**src/rtl/core/sbl_pkg.sv**
```systemverilog
// Package for the stack blur line engine: types, codes and defaults.
`timescale 1ns / 1ps
package sbl_pkg;

  localparam int MAX_RADIUS_DEF = 31;
  localparam int CFG_W          = 10;
  localparam int CFG_IDX_W      = 2;

  localparam logic [CFG_IDX_W-1:0] REG_RADIUS = 2'd0;
  localparam logic [CFG_IDX_W-1:0] REG_FACTOR = 2'd1;
  localparam logic [CFG_IDX_W-1:0] REG_SHIFT  = 2'd2;

  localparam logic [4:0] RADIUS_RST = 5'd0;
  localparam logic [9:0] FACTOR_RST = 10'd1;
  localparam logic [4:0] SHIFT_RST  = 5'd0;

  typedef struct packed {
    logic [7:0] red_in;
    logic [7:0] green_in;
    logic [7:0] blue_in;
    logic [7:0] alpha_in;
    logic       last_in_line;
  } sbl_in_t;

  typedef struct packed {
    logic [7:0] red_out;
    logic [7:0] green_out;
    logic [7:0] blue_out;
    logic [7:0] alpha_out;
    logic       last_out;
  } sbl_out_t;

  typedef struct packed {
    logic clr;
    logic acc_en;
    logic mul_en;
  } lane_ctrl_t;

  typedef enum logic [2:0] {
    ST_IDLE,
    ST_TAPS,
    ST_WAIT,
    ST_MUL,
    ST_EMIT
  } sbl_state_t;

endpackage

```
**src/rtl/core/sbl_in_if.sv**
```systemverilog
// Input pixel channel: valid/ready with one pixel word.
`timescale 1ns / 1ps
interface sbl_in_if import sbl_pkg::*; ();
  logic    valid;
  logic    ready;
  sbl_in_t data;
  modport source (output valid, output data, input ready);
  modport sink (input valid, input data, output ready);
endinterface

```
**src/rtl/core/sbl_out_if.sv**
```systemverilog
// Output pixel channel: valid/ready with one blurred pixel word.
`timescale 1ns / 1ps
interface sbl_out_if import sbl_pkg::*; ();
  logic     valid;
  logic     ready;
  sbl_out_t data;
  modport source (output valid, output data, input ready);
  modport sink (input valid, input data, output ready);
endinterface

```
**src/rtl/core/stack_blur_line_rgba_top.sv**
```systemverilog
// Top level of the stack blur line engine for RGBA pixels.
//
//  channel | dir | handshake     | word
//  in_ch   | in  | valid/ready   | red_in green_in blue_in alpha_in last_in_line
//  out_ch  | out | valid/ready   | red_out green_out blue_out alpha_out last_out
//  cfg     | in  | cfg_we        | cfg_idx, cfg_data (radius, factor, shift)
//
// Radius 0: pixels pass through; a new pixel is taken only after the last is loaded.
// Radius r: each result reads its taps one a cycle from the single ring read port
// feeding all four lanes, then goes through WAIT and MUL to EMIT; an input giving
// no result leaves the engine idle.
// Reset is synchronous; the ring is not cleared (only current-line pixels read).
// A full output register stalls the engine; input is taken only when idle.
`timescale 1ns / 1ps
module stack_blur_line_rgba_top import sbl_pkg::*; #(
  parameter int MAX_RADIUS = MAX_RADIUS_DEF
) (
  input  logic                 clk,
  input  logic                 rst,
  input  logic                 cfg_we,
  input  logic [CFG_IDX_W-1:0] cfg_idx,
  input  logic [CFG_W-1:0]     cfg_data,
  sbl_in_if.sink               in_ch,
  sbl_out_if.source            out_ch
);
  localparam int DEPTH = 2 * MAX_RADIUS + 1;
  localparam int AW    = $clog2(DEPTH);
  localparam int SW    = $clog2(DEPTH + 1);
  localparam int RMAX  = (MAX_RADIUS < 31) ? MAX_RADIUS : 31;
  localparam int WW    = $clog2(RMAX + 2);
  localparam int ACC_W = $clog2((RMAX + 1) * (RMAX + 1) * 255 + 1);

  logic [4:0] radius;
  logic [9:0] scale_factor;
  logic [4:0] scale_shift;

  sbl_state_t state, state_next;

  logic [AW-1:0] ring_position, wpos, k, c, r_q;
  logic [SW-1:0] pixels_seen, s_q;
  logic          cur_last, flushing, pass_q;
  logic [31:0]   pass_px;
  logic          tap_v;
  logic [WW-1:0] w_q;
  logic          out_valid;
  sbl_out_t      out_data;

  logic          accept, out_free, load;
  logic [AW-1:0] r_cfg;
  logic [SW-1:0] seen_n;
  logic [AW-1:0] c_flush_acc, c_flush_emit;
  logic signed [AW+1:0] t_s;
  logic [AW-1:0] age, raddr, abs_j;
  logic [AW:0]   idx_sum;
  logic [WW-1:0] w;
  logic [31:0]   rdata, wdata;
  logic [7:0]    lane_res [4];
  lane_ctrl_t    lctrl;

  // configuration
  always_ff @(posedge clk) begin
    if (rst) begin
      radius       <= RADIUS_RST;
      scale_factor <= FACTOR_RST;
      scale_shift  <= SHIFT_RST;
    end else if (cfg_we) begin
      unique case (cfg_idx)
        REG_RADIUS: radius <= cfg_data[4:0];
        REG_FACTOR: scale_factor <= cfg_data[9:0];
        REG_SHIFT:  scale_shift <= cfg_data[4:0];
        default: ;
      endcase
    end
  end

  assign r_cfg  = (int'(radius) > MAX_RADIUS) ? AW'(MAX_RADIUS) : AW'(radius);
  assign seen_n = (pixels_seen == SW'(DEPTH)) ? SW'(DEPTH) : pixels_seen + 1'b1;

  assign c_flush_acc  = (AW'(seen_n - 1'b1) < r_cfg - 1'b1) ? AW'(seen_n - 1'b1)
                                                            : r_cfg - 1'b1;
  assign c_flush_emit = (AW'(s_q - 1'b1) < r_q - 1'b1) ? AW'(s_q - 1'b1) : r_q - 1'b1;

  assign accept   = in_ch.valid && in_ch.ready;
  assign out_free = !out_valid || out_ch.ready;
  assign load     = (state == ST_EMIT) && out_free;

  assign in_ch.ready = (state == ST_IDLE);

  // tap address and weight
  assign t_s = $signed({2'b00, c}) + $signed({2'b00, r_q}) - $signed({2'b00, k});

  always_comb begin
    if (t_s < 0) begin
      age = '0;
    end else if (t_s > $signed({2'b00, AW'(s_q - 1'b1)})) begin
      age = AW'(s_q - 1'b1);
    end else begin
      age = t_s[AW-1:0];
    end
  end

  assign idx_sum = (wpos >= age) ? {1'b0, wpos} - {1'b0, age}
                                 : {1'b0, wpos} + (AW+1)'(DEPTH) - {1'b0, age};
  assign raddr   = idx_sum[AW-1:0];
  assign abs_j   = (k < r_q) ? r_q - k : k - r_q;
  assign w       = WW'(r_q + 1'b1 - abs_j);

  // FSM
  always_ff @(posedge clk) begin
    if (rst) begin
      state <= ST_IDLE;
    end else begin
      state <= state_next;
    end
  end

  always_comb begin
    state_next = state;
    unique case (state)
      ST_IDLE: begin
        if (accept) begin
          priority if (r_cfg == '0) begin
            state_next = ST_EMIT;
          end else if (seen_n >= SW'(r_cfg) + 1'b1 || in_ch.data.last_in_line) begin
            state_next = ST_TAPS;
          end else begin
            state_next = ST_IDLE;
          end
        end
      end
      ST_TAPS: begin
        if ({1'b0, k} == {r_q, 1'b0}) begin
          state_next = ST_WAIT;
        end
      end
      ST_WAIT: state_next = ST_MUL;
      ST_MUL:  state_next = ST_EMIT;
      ST_EMIT: begin
        if (out_free) begin
          priority if (pass_q) begin
            state_next = ST_IDLE;
          end else if (!flushing && cur_last) begin
            state_next = ST_TAPS;
          end else if (flushing && c != '0) begin
            state_next = ST_TAPS;
          end else begin
            state_next = ST_IDLE;
          end
        end
      end
      default: state_next = ST_IDLE;
    endcase
  end

  // sequencing registers
  always_ff @(posedge clk) begin
    if (rst) begin
      ring_position <= '0;
      pixels_seen   <= '0;
      tap_v         <= 1'b0;
      out_valid     <= 1'b0;
    end else begin
      tap_v <= (state == ST_TAPS);
      if (accept) begin
        ring_position <= (ring_position == AW'(DEPTH - 1)) ? '0 : ring_position + 1'b1;
        pixels_seen   <= in_ch.data.last_in_line ? '0 : seen_n;
      end
      if (load) begin
        out_valid <= 1'b1;
      end else if (out_ch.ready) begin
        out_valid <= 1'b0;
      end
    end
  end

  always_ff @(posedge clk) begin
    w_q <= w;
    if (accept) begin
      wpos     <= ring_position;
      s_q      <= seen_n;
      r_q      <= r_cfg;
      cur_last <= in_ch.data.last_in_line;
      pass_q   <= (r_cfg == '0);
      pass_px  <= wdata;
      k        <= '0;
      if (seen_n >= SW'(r_cfg) + 1'b1) begin
        c        <= r_cfg;
        flushing <= 1'b0;
      end else begin
        c        <= c_flush_acc;
        flushing <= 1'b1;
      end
    end else if (state == ST_TAPS) begin
      k <= k + 1'b1;
    end else if (load) begin
      k <= '0;
      if (!flushing && cur_last) begin
        flushing <= 1'b1;
        c        <= c_flush_emit;
      end else if (flushing && c != '0) begin
        c <= c - 1'b1;
      end
    end
    if (load) begin
      if (pass_q) begin
        out_data <= '{red_out: pass_px[7:0], green_out: pass_px[15:8],
                      blue_out: pass_px[23:16], alpha_out: pass_px[31:24],
                      last_out: cur_last};
      end else begin
        out_data <= '{red_out: lane_res[0], green_out: lane_res[1],
                      blue_out: lane_res[2], alpha_out: lane_res[3],
                      last_out: flushing && c == '0};
      end
    end
  end

  assign out_ch.valid = out_valid;
  assign out_ch.data  = out_data;

  assign wdata = {in_ch.data.alpha_in, in_ch.data.blue_in,
                  in_ch.data.green_in, in_ch.data.red_in};

  sbl_ram #(.WIDTH(32), .DEPTH(DEPTH)) u_ring (
    .clk  (clk),
    .we   (accept),
    .waddr(ring_position),
    .wdata(wdata),
    .raddr(raddr),
    .rdata(rdata)
  );

  assign lctrl.clr    = (state == ST_TAPS) && (k == '0);
  assign lctrl.acc_en = tap_v;
  assign lctrl.mul_en = (state == ST_MUL);

  for (genvar g = 0; g < 4; g++) begin : g_lane
    sbl_lane #(.WW(WW), .ACC_W(ACC_W)) u_lane (
      .clk   (clk),
      .ctrl  (lctrl),
      .weight(w_q),
      .px    (rdata[8*g +: 8]),
      .factor(scale_factor),
      .shift (scale_shift),
      .res   (lane_res[g])
    );
  end

`ifndef SYNTHESIS
  a_pass_emit: assert property (@(posedge clk) disable iff (rst)
    accept && r_cfg == '0 |=> state == ST_EMIT)
    else $error("pass-through pixel did not go to emit");
  a_wait_mul: assert property (@(posedge clk) disable iff (rst)
    state == ST_WAIT |=> state == ST_MUL)
    else $error("wait not followed by multiply");
  a_flush_last: assert property (@(posedge clk) disable iff (rst)
    load && !pass_q && flushing && c == '0 |=> out_valid && out_data.last_out)
    else $error("final flushed pixel not marked last");
  a_addr_range: assert property (@(posedge clk) disable iff (rst)
    state == ST_TAPS |-> int'(raddr) < DEPTH)
    else $error("ring read address out of range");
`endif
endmodule

```
**src/rtl/core/sbl_ram.sv**
```systemverilog
// Generic single write, single read RAM with registered read.
`timescale 1ns / 1ps
module sbl_ram #(
  parameter int WIDTH = 32,
  parameter int DEPTH = 63
) (
  input  logic                     clk,
  input  logic                     we,
  input  logic [$clog2(DEPTH)-1:0] waddr,
  input  logic [WIDTH-1:0]         wdata,
  input  logic [$clog2(DEPTH)-1:0] raddr,
  output logic [WIDTH-1:0]         rdata
);
  logic [WIDTH-1:0] mem [DEPTH];

  always_ff @(posedge clk) begin
    if (we) begin
      mem[waddr] <= wdata;
    end
    rdata <= mem[raddr];
  end
endmodule

```
**src/rtl/core/sbl_lane.sv**
```systemverilog
// One channel lane: weighted accumulate, scale multiply, shift and saturate.
`timescale 1ns / 1ps
module sbl_lane import sbl_pkg::*; #(
  parameter int WW    = 6,
  parameter int ACC_W = 18
) (
  input  logic          clk,
  input  lane_ctrl_t    ctrl,
  input  logic [WW-1:0] weight,
  input  logic [7:0]    px,
  input  logic [9:0]    factor,
  input  logic [4:0]    shift,
  output logic [7:0]    res
);
  localparam int PW = ACC_W + 10;

  logic [ACC_W-1:0] acc;
  logic [PW-1:0]    prod;
  logic [WW+7:0]    tap;
  logic [PW-1:0]    shifted;

  assign tap = (WW+8)'(weight) * (WW+8)'(px);

  always_ff @(posedge clk) begin
    if (ctrl.clr) begin
      acc <= '0;
    end else if (ctrl.acc_en) begin
      acc <= acc + ACC_W'(tap);
    end
    if (ctrl.mul_en) begin
      prod <= PW'(acc) * PW'(factor);
    end
  end

  assign shifted = prod >> shift;
  assign res     = (|shifted[PW-1:8]) ? 8'hFF : shifted[7:0];
endmodule

```
**src/flat_wrapper.sv**
```systemverilog
// flat-port wrapper written by rule: the top's interface ports become plain ports
module stack_blur_line_rgba_top_flat import sbl_pkg::*;
#(
  parameter int MAX_RADIUS = MAX_RADIUS_DEF
)
  (clk, rst, cfg_we, cfg_idx, cfg_data, in_ch_valid, in_ch_data, in_ch_ready, out_ch_valid, out_ch_data, out_ch_ready);
  sbl_in_if in_ch_i ();
  sbl_out_if out_ch_i ();
  input  logic clk;
  input  logic rst;
  input  logic cfg_we;
  input  logic [CFG_IDX_W-1:0] cfg_idx;
  input  logic [CFG_W-1:0] cfg_data;
  input wire logic [$bits(in_ch_i.valid)-1:0] in_ch_valid;
  input wire logic [$bits(in_ch_i.data)-1:0] in_ch_data;
  output wire logic [$bits(in_ch_i.ready)-1:0] in_ch_ready;
  output wire logic [$bits(out_ch_i.valid)-1:0] out_ch_valid;
  output wire logic [$bits(out_ch_i.data)-1:0] out_ch_data;
  input wire logic [$bits(out_ch_i.ready)-1:0] out_ch_ready;
  assign in_ch_i.valid = in_ch_valid;
  assign in_ch_i.data = in_ch_data;
  assign in_ch_ready = in_ch_i.ready;
  assign out_ch_valid = out_ch_i.valid;
  assign out_ch_data = out_ch_i.data;
  assign out_ch_i.ready = out_ch_ready;
  stack_blur_line_rgba_top #(.MAX_RADIUS(MAX_RADIUS)) u_core (.clk(clk), .rst(rst), .cfg_we(cfg_we), .cfg_idx(cfg_idx), .cfg_data(cfg_data), .in_ch(in_ch_i), .out_ch(out_ch_i));
endmodule
```
**config.mk**
```make
export PLATFORM = sky130hd
export DESIGN_NAME = stack_blur_line_rgba_top_flat
export DESIGN_NICKNAME = d
export VERILOG_FILES = /design/src/rtl/core/sbl_pkg.sv /design/src/rtl/core/sbl_in_if.sv /design/src/rtl/core/sbl_out_if.sv /design/src/rtl/core/stack_blur_line_rgba_top.sv /design/src/rtl/core/sbl_ram.sv /design/src/rtl/core/sbl_lane.sv /design/src/flat_wrapper.sv
export SDC_FILE = /design/constraint.sdc
export NUM_CORES = 2
export LEC_CHECK = 0
export BUFFER_PORTS_ARGS = -buffer_cell sky130_fd_sc_hd__clkbuf_2
export CAP_MARGIN = 20
export CORE_MARGIN = 2
export CORE_UTILIZATION = 65
export DETAILED_ROUTE_END_ITERATION = 8
export PLACE_DENSITY = 0.81
export RECOVER_POWER = 25
export SLEW_MARGIN = 20
export SYNTH_ARGS = -nofsm -noshare
export SYNTH_HDL_FRONTEND = slang
export SYNTH_SLANG_ARGS = --single-unit
```
**constraint.sdc**
```tcl
create_clock -name clk -period 8.32 [get_ports clk]
set_clock_uncertainty 0.05 [all_clocks]
set_input_delay 2.496 -clock clk [delete_from_list [all_inputs] [get_ports clk]]
set_output_delay 2.496 -clock clk [all_outputs]
set_load 0.05 [all_outputs]
```
==> run summary <==
Outcome
- run status: complete, but fails checks
- violated checks: capacitance limit, slew limit

Min path
- worst hold-check path type: register to register

Floorplanning
- Die X: 456 um
- I/O pin cnt: 85
- starting density of the core: 0.652
- standard cell core area: 204,000 um^2
- y dimension of the die: 456 um
- die area: 208,000 um^2
- row count: 166

Synthesis
- library cells used by synthesis: 85
- nets in the synthesized netlist: 12,200
- share of synthesized area spent on multiplexers: 0.0352
- combined area of all synthesized cells: 133,000 um^2
- combinational family with the most area after synthesis: compound AO/OA/AOI/OAI gates
- flops & latches, synth: 2,372
- Adder-Cell Fraction of Synth Area: 0.141
- area share of xor/xnor cells in the synthesized design: 0.0119
- Post-Synthesis Cells: 11,000
- EDFF count, synth: 2,219
- YS warnings: 0
- Compound-Gate Fraction of Synth Area: 0.145
- share of synthesized area occupied by flip-flops and latches: 0.524
- post-synthesis average cell area: 12.1 um^2
- proportion of synthesized flip-flops having asynchronous set or reset: 0
- post-synthesis share of cell area spent on and, or, nand and nor gates: 0.0941
- top_reg_cell synth: sky130_fd_sc_hd__edfxtp_1

Place
- number of buffers inserted by port buffering: 84
- instance area after placement: 137,000 um^2
- Post-DP HPWL: 239 mm
- DP Worst Slack: 0.313 ns
- global placer's final weighted congestion: 0.948

Detailed routing
- DRC viols: 0
- drt via density: 7.16
- DRC marker count from the first detailed-route iteration: 14,900
- Wirelength per Cell: 28.5 um
- wire length after detailed routing: 390 mm
- first-pass iteration count of the detailed router: 7
- via count of the routed design: 97,800
- Final ANT Viol Nets: 0

Clock network
- Clock Path Buffers: 3
- cell at the root of the clock tree: sky130_fd_sc_hd__clkbuf_16
- CTS tree: built
- Clock Sink Count: 2,372
- CTS H-Tree Depth: 4
- clock buffers created by TritonCTS: 229
- clock network latency to the later pin of the worst-skew pair: 0.93 ns
- buffers inserted by post-CTS timing repair: 0
- Reg clk slew, reported paths: 0.06 ns

Global routing
- GRT Resource Usage Total: 0.368
- antenna violations before repair: 15
- largest net degree at the start of global routing: 193
- overflow left after global routing: 0
- via count of the first global-routing pass: 97,100
- wire length of the first global-routing pass: 584 mm

Setup path
- required time reported for the critical path endpoint: 9.12 ns
- Worst Path Max Fanout: 53
- crit path DAT: 8.59 ns
- crit path launch type: register
- Crit Path Class: register to register
- element type at the critical path end: register

Final layout
- share of layout cells above drive strength 1: 0.0818
- total number of nets in the final design: 11,900
- Design Area, Final: 144,000 um^2
- Area Growth Syn to Fin: 8.63%

STA
- Max Slew Vio Count: 2,001
- total count of hold-check failures in the final report: 0
- setup repair after global routing missed its margin: false
- clock period minus worst slack: 7.79 ns
- Max Freq: 128 MHz
- hold slack: 0.490 ns
- relative slew slack: -1.64
- final clock period utilization by the worst path: 0.937
- pin slew with the least headroom to its limit: 3.96 ns
- setup TNS after final layout: 0 ns
- number of setup violations in the final report: 0
- post-layout worst setup margin: 0.527 ns

Run
- Max Cap Viol: 32

-- layer usage --
layer / track usage / wire length (um) / vias to the layer above
met5: 0 / 27 / -
met3: 0.0875 / 52400 / 1540
met2: 0.571 / 177000 / 7688
met1: 0.476 / 134000 / 48000
li1: - / - / 40600
met4: 0.216 / 26700 / 4
-- cell usage after synthesis, types with 87 or more instances --
master / number / area, um^2
sky130_fd_sc_hd__edfxtp_1: 2219 / 66600
sky130_fd_sc_hd__mux2i_1: 250 / 2500
sky130_fd_sc_hd__inv_1: 787 / 2950
sky130_fd_sc_hd__nand3_1: 257 / 1290
sky130_fd_sc_hd__nor2_1: 333 / 1250
sky130_fd_sc_hd__xnor2_1: 114 / 998
sky130_fd_sc_hd__dfxtp_1: 153 / 3060
sky130_fd_sc_hd__a311oi_1: 154 / 1350
sky130_fd_sc_hd__nand2_1: 1525 / 5720
sky130_fd_sc_hd__clkbuf_1: 561 / 2110
sky130_fd_sc_hd__o21a_1: 119 / 893
sky130_fd_sc_hd__fa_1: 659 / 13200
sky130_fd_sc_hd__o22ai_1: 259 / 1620
sky130_fd_sc_hd__o21ai_0: 260 / 1300
sky130_fd_sc_hd__a32oi_1: 122 / 1070
sky130_fd_sc_hd__o221ai_1: 713 / 6240
sky130_fd_sc_hd__a211oi_1: 87 / 653
sky130_fd_sc_hd__a31oi_1: 88 / 551
sky130_fd_sc_hd__a21oi_1: 285 / 1430
sky130_fd_sc_hd__and2_1: 428 / 2680
sky130_fd_sc_hd__buf_2: 183 / 916
sky130_fd_sc_hd__ha_1: 444 / 5560
-- through the flow --
step	utilization	instances
floorplan	-	11000
global placement	0.670	13200
detailed placement	0.670	13200
CTS	0.709	13700
global route	0.708	13700
finish	0.708	13700
-- state kept, by name (all words and copies together) (netlist names), 3 cells and up --
signal / cells
u_core.g_lane.u_lane.acc: 72
u_core.g_lane.u_lane.prod: 112
u_core.wpos: 6
u_core.u_ring.mem: 2016
u_core.pass_px: 32
u_core.scale_factor: 10
u_core.state: 3
u_core.c: 6
u_core.r_q: 5
u_core.scale_shift: 5
u_core.radius: 5
u_core.pixels_seen: 6
u_core.u_ring.rdata: 32
u_core.s_q: 6
u_core.w_q: 6
u_core.k: 6
u_core.ring_position: 6
u_core.out_ch.data: 33
-- repair_timing --
action,4_1_cts,5_1_grt
setup endpoints to repair,0,5
hold buffers,0,0
resized for setup,0,2
-- final timing paths --
path / from / end / slack (ns) / cells past startpoint
min: u_core.out_ch.valid / u_core.out_ch.valid / 0.49 / 2
max reg2reg: u_core.r_q[1] / u_core.u_ring.rdata[10] / 0.53 / 25
max: u_core.r_q[1] / u_core.u_ring.rdata[10] / 0.53 / 25
min reg2reg: u_core.out_ch.valid / u_core.out_ch.valid / 0.49 / 2
-- cells by family (layout without fill, tap and decap cells) --
logic type / after synthesis / in the layout
AO/OA/AOI/OAI: 2580 / 2580
XOR/XNOR: 180 / 180
adder cells (fa/ha/maj): 1103 / 1103
buffers and inverters: 1633 / 1579
flip-flops: 2372 / 2372
multiplexers: 358 / 358
other: 0 / 8
AND/OR/NAND/NOR: 2801 / 2801
-- final cells by class --
cell class                      instances  area (um^2)
Antenna cell                            8         20.0
Fill cell                           13100        59500
Multi-Input combinational cell       7022        57400
Inverter                              789         2970
Sequential cell                      2372        69700
Timing Repair Buffer                  356         3090
Clock inverter                        150         1810
Clock buffer                          284         6070
Tap cell                             2688         3360
-- worst max-delay path, stage by stage (launching register included) --
cell	delay, ns
sky130_fd_sc_hd__edfxtp_1	0.45
sky130_fd_sc_hd__inv_1	0.18
sky130_fd_sc_hd__fa_1	0.56
sky130_fd_sc_hd__inv_1	0.07
sky130_fd_sc_hd__ha_1	0.28
sky130_fd_sc_hd__a21o_1	0.16
sky130_fd_sc_hd__a21oi_1	0.24
sky130_fd_sc_hd__o21bai_1	0.09
sky130_fd_sc_hd__a21oi_1	0.24
sky130_fd_sc_hd__xnor2_1	0.17
sky130_fd_sc_hd__ha_1	0.28
sky130_fd_sc_hd__nand2_1	0.07
sky130_fd_sc_hd__nor2_1	0.05
sky130_fd_sc_hd__o21ai_2	0.36
sky130_fd_sc_hd__o211ai_1	0.24
sky130_fd_sc_hd__ha_1	0.62
sky130_fd_sc_hd__nand4_1	0.19
sky130_fd_sc_hd__nor2_1	0.34
sky130_fd_sc_hd__or3_4	0.72
sky130_fd_sc_hd__buf_4	0.59
sky130_fd_sc_hd__o221ai_1	0.23
sky130_fd_sc_hd__o21a_1	0.19
sky130_fd_sc_hd__a311oi_1	0.26
sky130_fd_sc_hd__a311oi_1	0.08
sky130_fd_sc_hd__a21oi_1	0.80
sky130_fd_sc_hd__a211o_1	0.23
-- cells in the final DEF, fill, tap and decap left out, drive strengths merged, types with 28 or more instances in the layout --
cell / netlist / routed
ha: 444 / 444
a221oi: 77 / 77
o221ai: 713 / 713
o21ai: 271 / 271
clkbuf: 561 / 400
nor2: 333 / 333
a32oi: 122 / 122
o21a: 119 / 119
inv: 788 / 791
fa: 659 / 659
a211oi: 88 / 88
a211o: 48 / 48
xnor2: 115 / 115
a21o: 55 / 55
a311oi: 155 / 155
xor2: 65 / 65
nor2b: 62 / 62
nand2: 1526 / 1526
edfxtp: 2219 / 2219
mux4: 85 / 85
and2: 429 / 429
bufinv: 0 / 28
mux2i: 250 / 250
nand3: 257 / 257
a21oi: 286 / 286
clkinv: 1 / 111
o22ai: 259 / 259
a31oi: 89 / 89
o211ai: 84 / 84
a311o: 34 / 34
buf: 283 / 240
nor3: 67 / 67
a32o: 59 / 59
dfxtp: 153 / 153
Power is not shown: default switching activity piles up to over one toggle a cycle in this logic, so the estimate is an artifact.
